## config.mk

```make
export PLATFORM = sky130hd
export DESIGN_NAME = aroon_window_extremum_age
export DESIGN_NICKNAME = d
export VERILOG_FILES = /design/src/hdl/awe_pkg.sv /design/src/hdl/aroon_window_extremum_age.sv /design/src/hdl/awe_front.sv /design/src/hdl/awe_back.sv
export SDC_FILE = /design/constraint.sdc
export NUM_CORES = 2
export LEC_CHECK = 0
export BUFFER_PORTS_ARGS = -buffer_cell sky130_fd_sc_hd__buf_2
export CORE_MARGIN = 3
export CORE_UTILIZATION = 49
export DETAILED_ROUTE_END_ITERATION = 16
export SETUP_SLACK_MARGIN = 0.4
export SYNTH_ARGS = -nofsm -noshare
export SYNTH_HDL_FRONTEND = slang
export SYNTH_MEMORY_MAX_BITS = 65536
export SYNTH_SLANG_ARGS = --single-unit
```

## constraint.sdc

```tcl
create_clock -name clk -period 13.7 [get_ports clk]
set_input_delay 1.37 -clock clk [delete_from_list [all_inputs] [get_ports clk]]
set_output_delay 1.37 -clock clk [all_outputs]
set_load 0.05 [all_outputs]
```

## src/hdl/awe_pkg.sv

```systemverilog
// Package of the aroon block: widths, constants and the shared job struct.
// Depends on nothing.
package awe_pkg;
  localparam int MaxWindow = 64;
  localparam int PriceBits = 32;
  localparam int SlotBits = $clog2(MaxWindow);
  localparam int AgeBits = $clog2(MaxWindow + 1);
  localparam int CfgBits = 7;
  localparam logic [CfgBits-1:0] DefaultWindow = 7'd14;
  localparam int QueueDepth = 2;

  typedef enum logic [2:0] {
    ST_IDLE, ST_READ, ST_SCAN, ST_DIV, ST_OUT
  } back_state_t;

  // One classified bar handed from front to back.
  typedef struct packed {
    logic [PriceBits-1:0] hi;
    logic [PriceBits-1:0] lo;
    logic [SlotBits-1:0]  slot;
    logic                 warm;
  } job_t;
endpackage

```

## src/hdl/aroon_window_extremum_age.sv

```systemverilog
// Top level of the aroon indicator block.
// Depends on awe_pkg, awe_front and awe_back.
// Each accepted bar transaction enters a two-entry queue in the front end and
// is processed by the back end one at a time, so up to two bars can still be
// taken while a result waits. Warm-up bars, the first window bars after reset
// or a window write, give no result and are done in the back end at the take.
// A bar that keeps both extremes in the window passes through the take, a
// store read, a divider setup, seven restoring divide steps and the output
// state. A bar that pushes an extreme out of the window rescans it through
// the store's read port, one bar per cycle, before the divide. Window writes
// must be made only while no bar is in flight; a write clears the bar count
// and both ages.
module aroon_window_extremum_age (
  input  logic        clk,
  input  logic        rst,
  input  logic        cfg_valid,
  output logic        cfg_ready,
  input  logic [awe_pkg::CfgBits-1:0] cfg_data,
  input  logic        in_valid,
  output logic        in_ready,
  input  logic [awe_pkg::PriceBits-1:0] high_price,
  input  logic [awe_pkg::PriceBits-1:0] low_price,
  output logic        out_valid,
  input  logic        out_ready,
  output logic [6:0]  aroon_up,
  output logic [6:0]  aroon_down,
  output logic signed [7:0] oscillator
);
  logic [awe_pkg::CfgBits-1:0] wreg;
  logic [awe_pkg::AgeBits-1:0] win;
  logic clr, qv, qr;
  awe_pkg::job_t job;

  assign cfg_ready = 1'b1;
  assign clr = cfg_valid && cfg_ready;
  // Effective window: zero is used as one, large values clamp.
  assign win = (wreg == '0) ? awe_pkg::AgeBits'(1) :
               (wreg > awe_pkg::CfgBits'(awe_pkg::MaxWindow)) ?
               awe_pkg::AgeBits'(awe_pkg::MaxWindow) : awe_pkg::AgeBits'(wreg);

  always_ff @(posedge clk) begin
    if (rst) wreg <= awe_pkg::DefaultWindow;
    else if (clr) wreg <= cfg_data;
  end

  awe_front u_front (.clk, .rst, .in_valid, .in_ready, .high_price, .low_price,
    .clr, .win, .q_valid(qv), .q_ready(qr), .q_job(job));
  awe_back u_back (.clk, .rst, .clr, .win, .j_valid(qv), .j_ready(qr), .job,
    .out_valid, .out_ready, .aroon_up, .aroon_down, .oscillator);
endmodule

```

## src/hdl/awe_front.sv

```systemverilog
// Front end: accepts bars, assigns store slots and flags warm-up bars.
// Depends on awe_pkg.
module awe_front (
  input  logic                       clk,
  input  logic                       rst,
  input  logic                       in_valid,
  output logic                       in_ready,
  input  logic [awe_pkg::PriceBits-1:0] high_price,
  input  logic [awe_pkg::PriceBits-1:0] low_price,
  input  logic                       clr,
  input  logic [awe_pkg::AgeBits-1:0] win,
  output logic                       q_valid,
  input  logic                       q_ready,
  output awe_pkg::job_t              q_job
);
  localparam int CntW = $clog2(awe_pkg::QueueDepth + 1);
  logic [awe_pkg::SlotBits-1:0] wslot;
  logic [awe_pkg::AgeBits:0] seen;
  awe_pkg::job_t q [awe_pkg::QueueDepth];
  awe_pkg::job_t job_in;
  logic [CntW-1:0] cnt;
  logic push, pop;

  assign in_ready = (cnt != CntW'(awe_pkg::QueueDepth));
  assign push = in_valid && in_ready;
  assign q_valid = (cnt != '0);
  assign pop = q_valid && q_ready;
  assign q_job = q[0];
  assign job_in = '{high_price, low_price, wslot, (seen + 1'b1) <= {1'b0, win}};

  always_ff @(posedge clk) begin
    if (rst) begin
      wslot <= '0;
      seen <= '0;
      cnt <= '0;
    end else begin
      if (clr) seen <= '0;
      else if (push && seen <= (awe_pkg::AgeBits+1)'(awe_pkg::MaxWindow))
        seen <= seen + 1'b1;
      if (push) wslot <= wslot + 1'b1;
      cnt <= cnt + CntW'(push) - CntW'(pop);
    end
  end

  // A new bar lands at the head when the queue is empty or the head leaves.
  always_ff @(posedge clk) begin
    if (push && (cnt == '0 || pop)) q[0] <= job_in;
    else if (pop) q[0] <= q[1];
    if (push && !pop && cnt == CntW'(1)) q[1] <= job_in;
  end
endmodule

```

## src/hdl/awe_back.sv

```systemverilog
// Back end: bar store, age tracking, rescan and percentage division.
// Depends on awe_pkg.
module awe_back (
  input  logic                        clk,
  input  logic                        rst,
  input  logic                        clr,
  input  logic [awe_pkg::AgeBits-1:0] win,
  input  logic                        j_valid,
  output logic                        j_ready,
  input  awe_pkg::job_t               job,
  output logic                        out_valid,
  input  logic                        out_ready,
  output logic [6:0]                  aroon_up,
  output logic [6:0]                  aroon_down,
  output logic [7:0]                  oscillator
);
  localparam int AW = awe_pkg::AgeBits;
  localparam int SW = awe_pkg::SlotBits;
  localparam int PW = awe_pkg::PriceBits;
  localparam logic [AW-1:0] Out = AW'(awe_pkg::MaxWindow);

  logic [PW-1:0] hmem [awe_pkg::MaxWindow];
  logic [PW-1:0] lmem [awe_pkg::MaxWindow];
  logic [PW-1:0] rh, rl, bh, bl, jh, jl;
  logic [SW-1:0] jslot, hraddr, lraddr;
  logic [AW-1:0] hage, lage, sage, dage, hnew, lnew, hfin, lfin;
  logic rescan, take;
  logic [2:0] dcnt;
  logic [13:0] nh, nl, dv;
  logic [6:0] up, dn;
  awe_pkg::back_state_t st, st_next;

  assign j_ready = (st == awe_pkg::ST_IDLE);
  assign take = j_valid && j_ready;
  assign hnew = (hage >= Out) ? Out : hage + 1'b1;
  assign lnew = (lage >= Out) ? Out : lage + 1'b1;
  // Without a rescan a bar that ties or beats the tracked extreme takes it.
  assign hfin = (!rescan && jh >= rh) ? '0 : hage;
  assign lfin = (!rescan && jl <= rl) ? '0 : lage;
  // A rescan walks one age on both stores; otherwise each reads its extreme.
  assign hraddr = jslot - SW'(rescan ? sage : hage);
  assign lraddr = jslot - SW'(rescan ? sage : lage);

  always_comb begin
    st_next = st;
    unique case (st)
      awe_pkg::ST_IDLE: if (take && !job.warm) st_next = awe_pkg::ST_READ;
      awe_pkg::ST_READ: st_next = rescan ? awe_pkg::ST_SCAN : awe_pkg::ST_DIV;
      awe_pkg::ST_SCAN: if (dage == '0) st_next = awe_pkg::ST_DIV;
      awe_pkg::ST_DIV: if (dcnt == 3'd7) st_next = awe_pkg::ST_OUT;
      awe_pkg::ST_OUT: if (out_ready) st_next = awe_pkg::ST_IDLE;
      default: st_next = awe_pkg::ST_IDLE;
    endcase
  end

  always_comb begin
    out_valid = (st == awe_pkg::ST_OUT);
    aroon_up = up;
    aroon_down = dn;
    oscillator = {1'b0, up} - {1'b0, dn};
  end

  always_ff @(posedge clk) begin
    if (take) begin
      hmem[job.slot] <= job.hi;
      lmem[job.slot] <= job.lo;
    end
    rh <= hmem[hraddr];
    rl <= lmem[lraddr];
  end

  always_ff @(posedge clk) begin
    if (rst) begin
      st <= awe_pkg::ST_IDLE;
      hage <= Out;
      lage <= Out;
    end else begin
      st <= st_next;
      if (clr) begin
        hage <= Out;
        lage <= Out;
      end else begin
        unique case (st)
          awe_pkg::ST_IDLE: if (take) begin
            if (job.warm) begin
              hage <= Out; lage <= Out;
            end else begin
              hage <= hnew; lage <= lnew;
            end
          end
          awe_pkg::ST_SCAN: begin
            // The oldest bar seeds both extremes; later ones must be strictly better.
            if (dage == win - 1'b1) begin
              hage <= dage; lage <= dage;
            end else begin
              if (rh > bh) hage <= dage;
              if (rl < bl) lage <= dage;
            end
          end
          awe_pkg::ST_DIV: if (dcnt == '0) begin
            hage <= hfin; lage <= lfin;
          end
          default: ;
        endcase
      end
    end
  end

  // Scan pointers and a restoring divider: a setup step, then seven divide steps.
  always_ff @(posedge clk) begin
    unique case (st)
      awe_pkg::ST_IDLE: if (take) begin
        jh <= job.hi; jl <= job.lo; jslot <= job.slot;
        dcnt <= '0;
        rescan <= (hnew >= win) || (lnew >= win);
        sage <= win - 1'b1;
      end
      awe_pkg::ST_READ: begin
        // rh and rl are registered reads, so they trail the read age held in sage.
        dage <= sage;
        sage <= sage - 1'b1;
      end
      awe_pkg::ST_SCAN: begin
        if (dage == win - 1'b1) begin
          bh <= rh; bl <= rl;
        end else begin
          if (rh > bh) bh <= rh;
          if (rl < bl) bl <= rl;
        end
        dage <= dage - 1'b1;
        sage <= sage - 1'b1;
      end
      awe_pkg::ST_DIV: begin
        dcnt <= dcnt + 1'b1;
        if (dcnt == '0) begin
          nh <= 14'd100 * 14'(win - hfin);
          nl <= 14'd100 * 14'(win - lfin);
          dv <= {1'b0, win, 6'd0};
          up <= '0; dn <= '0;
        end else begin
          if (nh >= dv) begin
            nh <= nh - dv; up <= {up[5:0], 1'b1};
          end else up <= {up[5:0], 1'b0};
          if (nl >= dv) begin
            nl <= nl - dv; dn <= {dn[5:0], 1'b1};
          end else dn <= {dn[5:0], 1'b0};
          dv <= dv >> 1;
        end
      end
      default: ;
    endcase
  end
endmodule

```

==> impl_metrics.py <==
metrics = {
    "global_route": {
        "grt_pass1_wl_um": 670000,
        "grtUsageTotal_pct": 25.6,
        "grt_overflow_total": 0,
        "grt_start_max_net_pins": 116,
        "grt_pass1_vias": 86921,
        "grt_antenna_before_repair": 27,
    },
    "layout": {
        "final_core_util_pct": 55.4,
        "layout-drive-gt1-share_pct": 27.6,
        "syn_to_final_growth_pct": 12.4,
        "layout.nets": 8830,
        "final_area_um2": 201000,
    },
    "clocking": {
        "cts_inserted_buffers": 456,
        "cts_buffer_depth": 4,
        "htreeDepth": 5,
        "clock_latency_ns": 0.97,
        "cts_resized": 0,
        "cts_root_buffer": "clkbuf_16",
        "cts_tree": "yes",
        "postCtsHoldBufs": 0,
        "postCtsSetupBuffers": 0,
        "cts.sinks": 4549,
        "clk_pin_slew_ns": 0.06,
    },
    "yosys": {
        "synth_top_area_share_pct": 74.6,
        "synth_common_cells": "4445 x edfxtp_1, 1280 x mux4_2, 265 x ha_1, 236 x inv_1, 196 x clkbuf_1",
        "seq_area_frac_synth_pct": 75.8,
        "syn_inst": 8011,
        "synth_top_cell_by_area": "edfxtp_1",
        "synth-edff-count": 4445,
        "synth.most_common_cell": "edfxtp_1",
        "synth_cell_types": 66,
        "syn_area_per_cell_um2": 22.3,
        "synthFlopType": "edfxtp_1",
        "async_flop_share_pct": 0,
        "syn_nets": 8371,
        "synth_seq_cells": 4549,
        "synth_warnings": 0,
        "synthTopCellsByArea": "edfxtp_1 75%, mux4_2 16%, ha_1 1.9%",
        "syn-cell-area_um2": 179000,
    },
    "job": {
        "drv_cap": 0,
    },
    "sta": {
        "clock.fmax_mhz": 140,
        "tightest_slew_ns": 1.41,
        "rsz0062_at_grt": "false",
        "min_period_ns": 7.13,
        "period_share_pct": 52.0,
        "setup_tns_ns": 0,
        "setup_viol": 0,
        "finalHoldViolCount": 0,
        "fin_skew_ns": 0.0567,
        "relSlewSlack_pct": 5.73,
        "final_max_slew_viol_count": 0,
    },
    "die": {
        "die-height_um": 610,
        "floorplan.core_area_um2": 363000,
        "num_io_pins": 101,
        "initial_core_util_pct": 49.3,
        "rows": 221,
        "die_area_um2": 372000,
        "dieWidth_um": 610,
    },
    "routing": {
        "drt_wl_total_um": 478000,
        "drc_errors": 0,
        "detailroute.via_count": 87118,
        "drtIter0Drc": 12318,
        "wl_per_cell_um": 35.0,
        "drt_first_pass_iters": 6,
        "ant_nets": 0,
        "vias_per_cell": 6.38,
    },
    "setup_path": {
        "crit_top_cell": "o21ai_0",
        "worst-path-max-fanout": 7,
        "cp_top_family": "compound AO/OA/AOI/OAI gates",
        "critPathArrivalTime_ns": 7.94,
        "critPathCaptureType": "register",
        "cp_slowest_cell": "a21oi_1",
        "cp-start-kind": "register",
        "slowest_delay_ns": 0.59,
        "crit_type": "register to register",
        "required_ns": 14.51,
        "cp_num_buf_inv": 4,
    },
    "placed_design": {
        "placed_area_um2": 187000,
        "place.gp.congestion": 0.826,
        "port_buffers": 99,
        "dp_hpwl_um": 249000,
    },
    "hold_path": {
        "worstHoldPathType": "register to register",
    },
    "outcome": {
        "status": "finished, final reports clean",
    },
}
[logic make-up after synthesis]
family                     synth area share, %
DFF                                       75.8
muxes                                     17.0
buffers and inverters                     1.35
and+or+nand+nor                           1.58
AOI/OAI and AO/OA                         1.71
adders and majority gates                 2.07
xor gates and xnor gates                 0.480
other                                  0.00210
[layout make-up]
cell class	count	area, um2
diodes	6	15.0
clock buffers	595	12300
clock inverters	242	1880
fillers	26906	162000
inverters	237	890
multi-input cells	2858	41600
flip-flops and latches	4549	136000
well taps	4794	6000
repair buffers	368	2800
[worst reg2reg max path, stage by stage, from the launching register on]
cell and delay (ns):
dfxtp_1 0.37, inv_1 0.06, ha_1 0.31, a21oi_1 0.18, o21ai_0 0.17, a2111oi_0 0.45, o21ai_0 0.23, a21oi_1 0.44
or3_1 0.55, nand2_1 0.18, ha_1 0.30, nor2b_1 0.11, o21ai_0 0.12, a21boi_0 0.31, o21ai_0 0.15, a21oi_1 0.59
inv_1 0.13, fa_1 0.51, inv_1 0.05, fa_1 0.50, inv_1 0.04, ha_1 0.19, or3_1 0.34, o21ai_0 0.08
a21oi_1 0.06, xnor3_1 0.22, o2bb2ai_1 0.14, nor3_1 0.19
[metrics by stage]
stage,hold slack (ns),setup WS (ns),std cells
final,0.461,6.57,13649
after global routing,0.481,6.14,13644
after CTS,0.462,6.71,13642
after detailed placement,0.448,6.72,12805
after global placement,0.438,6.58,12805
after floorplan,0.424,6.72,8011
[registers in the layout (all words and copies together), names as in the netlist, 8 cells and up]
signal,cells
u_back.hmem,2048
u_back.lmem,2048
u_front.q,142
u_back.bh,32
u_back.bl,32
u_back.jh,32
u_back.jl,32
u_back.rh,32
u_back.rl,32
u_back.nh,14
u_back.nl,14
u_back.dv,13
u_front.seen,8
[layout by cell type, fill, tap and decap left out, drive strengths merged, types with 10 or more instances in the layout]
| cell | instances |
|---|---|
| edfxtp | 4445 |
| mux4 | 1280 |
| clkbuf | 595 |
| buf | 368 |
| ha | 265 |
| inv | 252 |
| clkinv | 189 |
| nor2 | 182 |
| a21oi | 172 |
| dfxtp | 104 |
| nor2b | 103 |
| nand2 | 102 |
| mux2i | 85 |
| o21ai | 80 |
| a211oi | 79 |
| mux2 | 71 |
| xor2 | 47 |
| xnor2 | 46 |
| a21o | 42 |
| nand3 | 33 |
| nand4 | 31 |
| nor3 | 28 |
| bufinv | 22 |
| nand2b | 21 |
| fa | 19 |
| clkinvlp | 16 |
| or3 | 13 |
| o21a | 13 |
| a32o | 12 |
| and2 | 11 |
| nand3b | 10 |
| a22o | 10 |
| and3 | 10 |
[per-layer routing]
metal	part of all wire [%]	vias up	track usage (%)
met5	0.0025	-	0
met4	2.2	2	5.47
met3	9.5	642	4.71
met2	46	4311	39.3
met1	42	47566	38.8
li1	-	34597	-
[path summary, 6_finish.rpt]
path	cells after the start	slack, ns	end	from
worst max-delay path	27	6.57	u_back.nh[13]	u_back.rh[9]
worst min-delay path	0	0.46	u_back.bl[23]	u_back.rl[23]
worst max register to register	27	6.57	u_back.nh[13]	u_back.rh[9]
worst min register to register	0	0.46	u_back.bl[23]	u_back.rl[23]
Power is left out: the tool's default activity adds up to more than one toggle a clock period on the data nets, which glitch-free logic cannot reach.
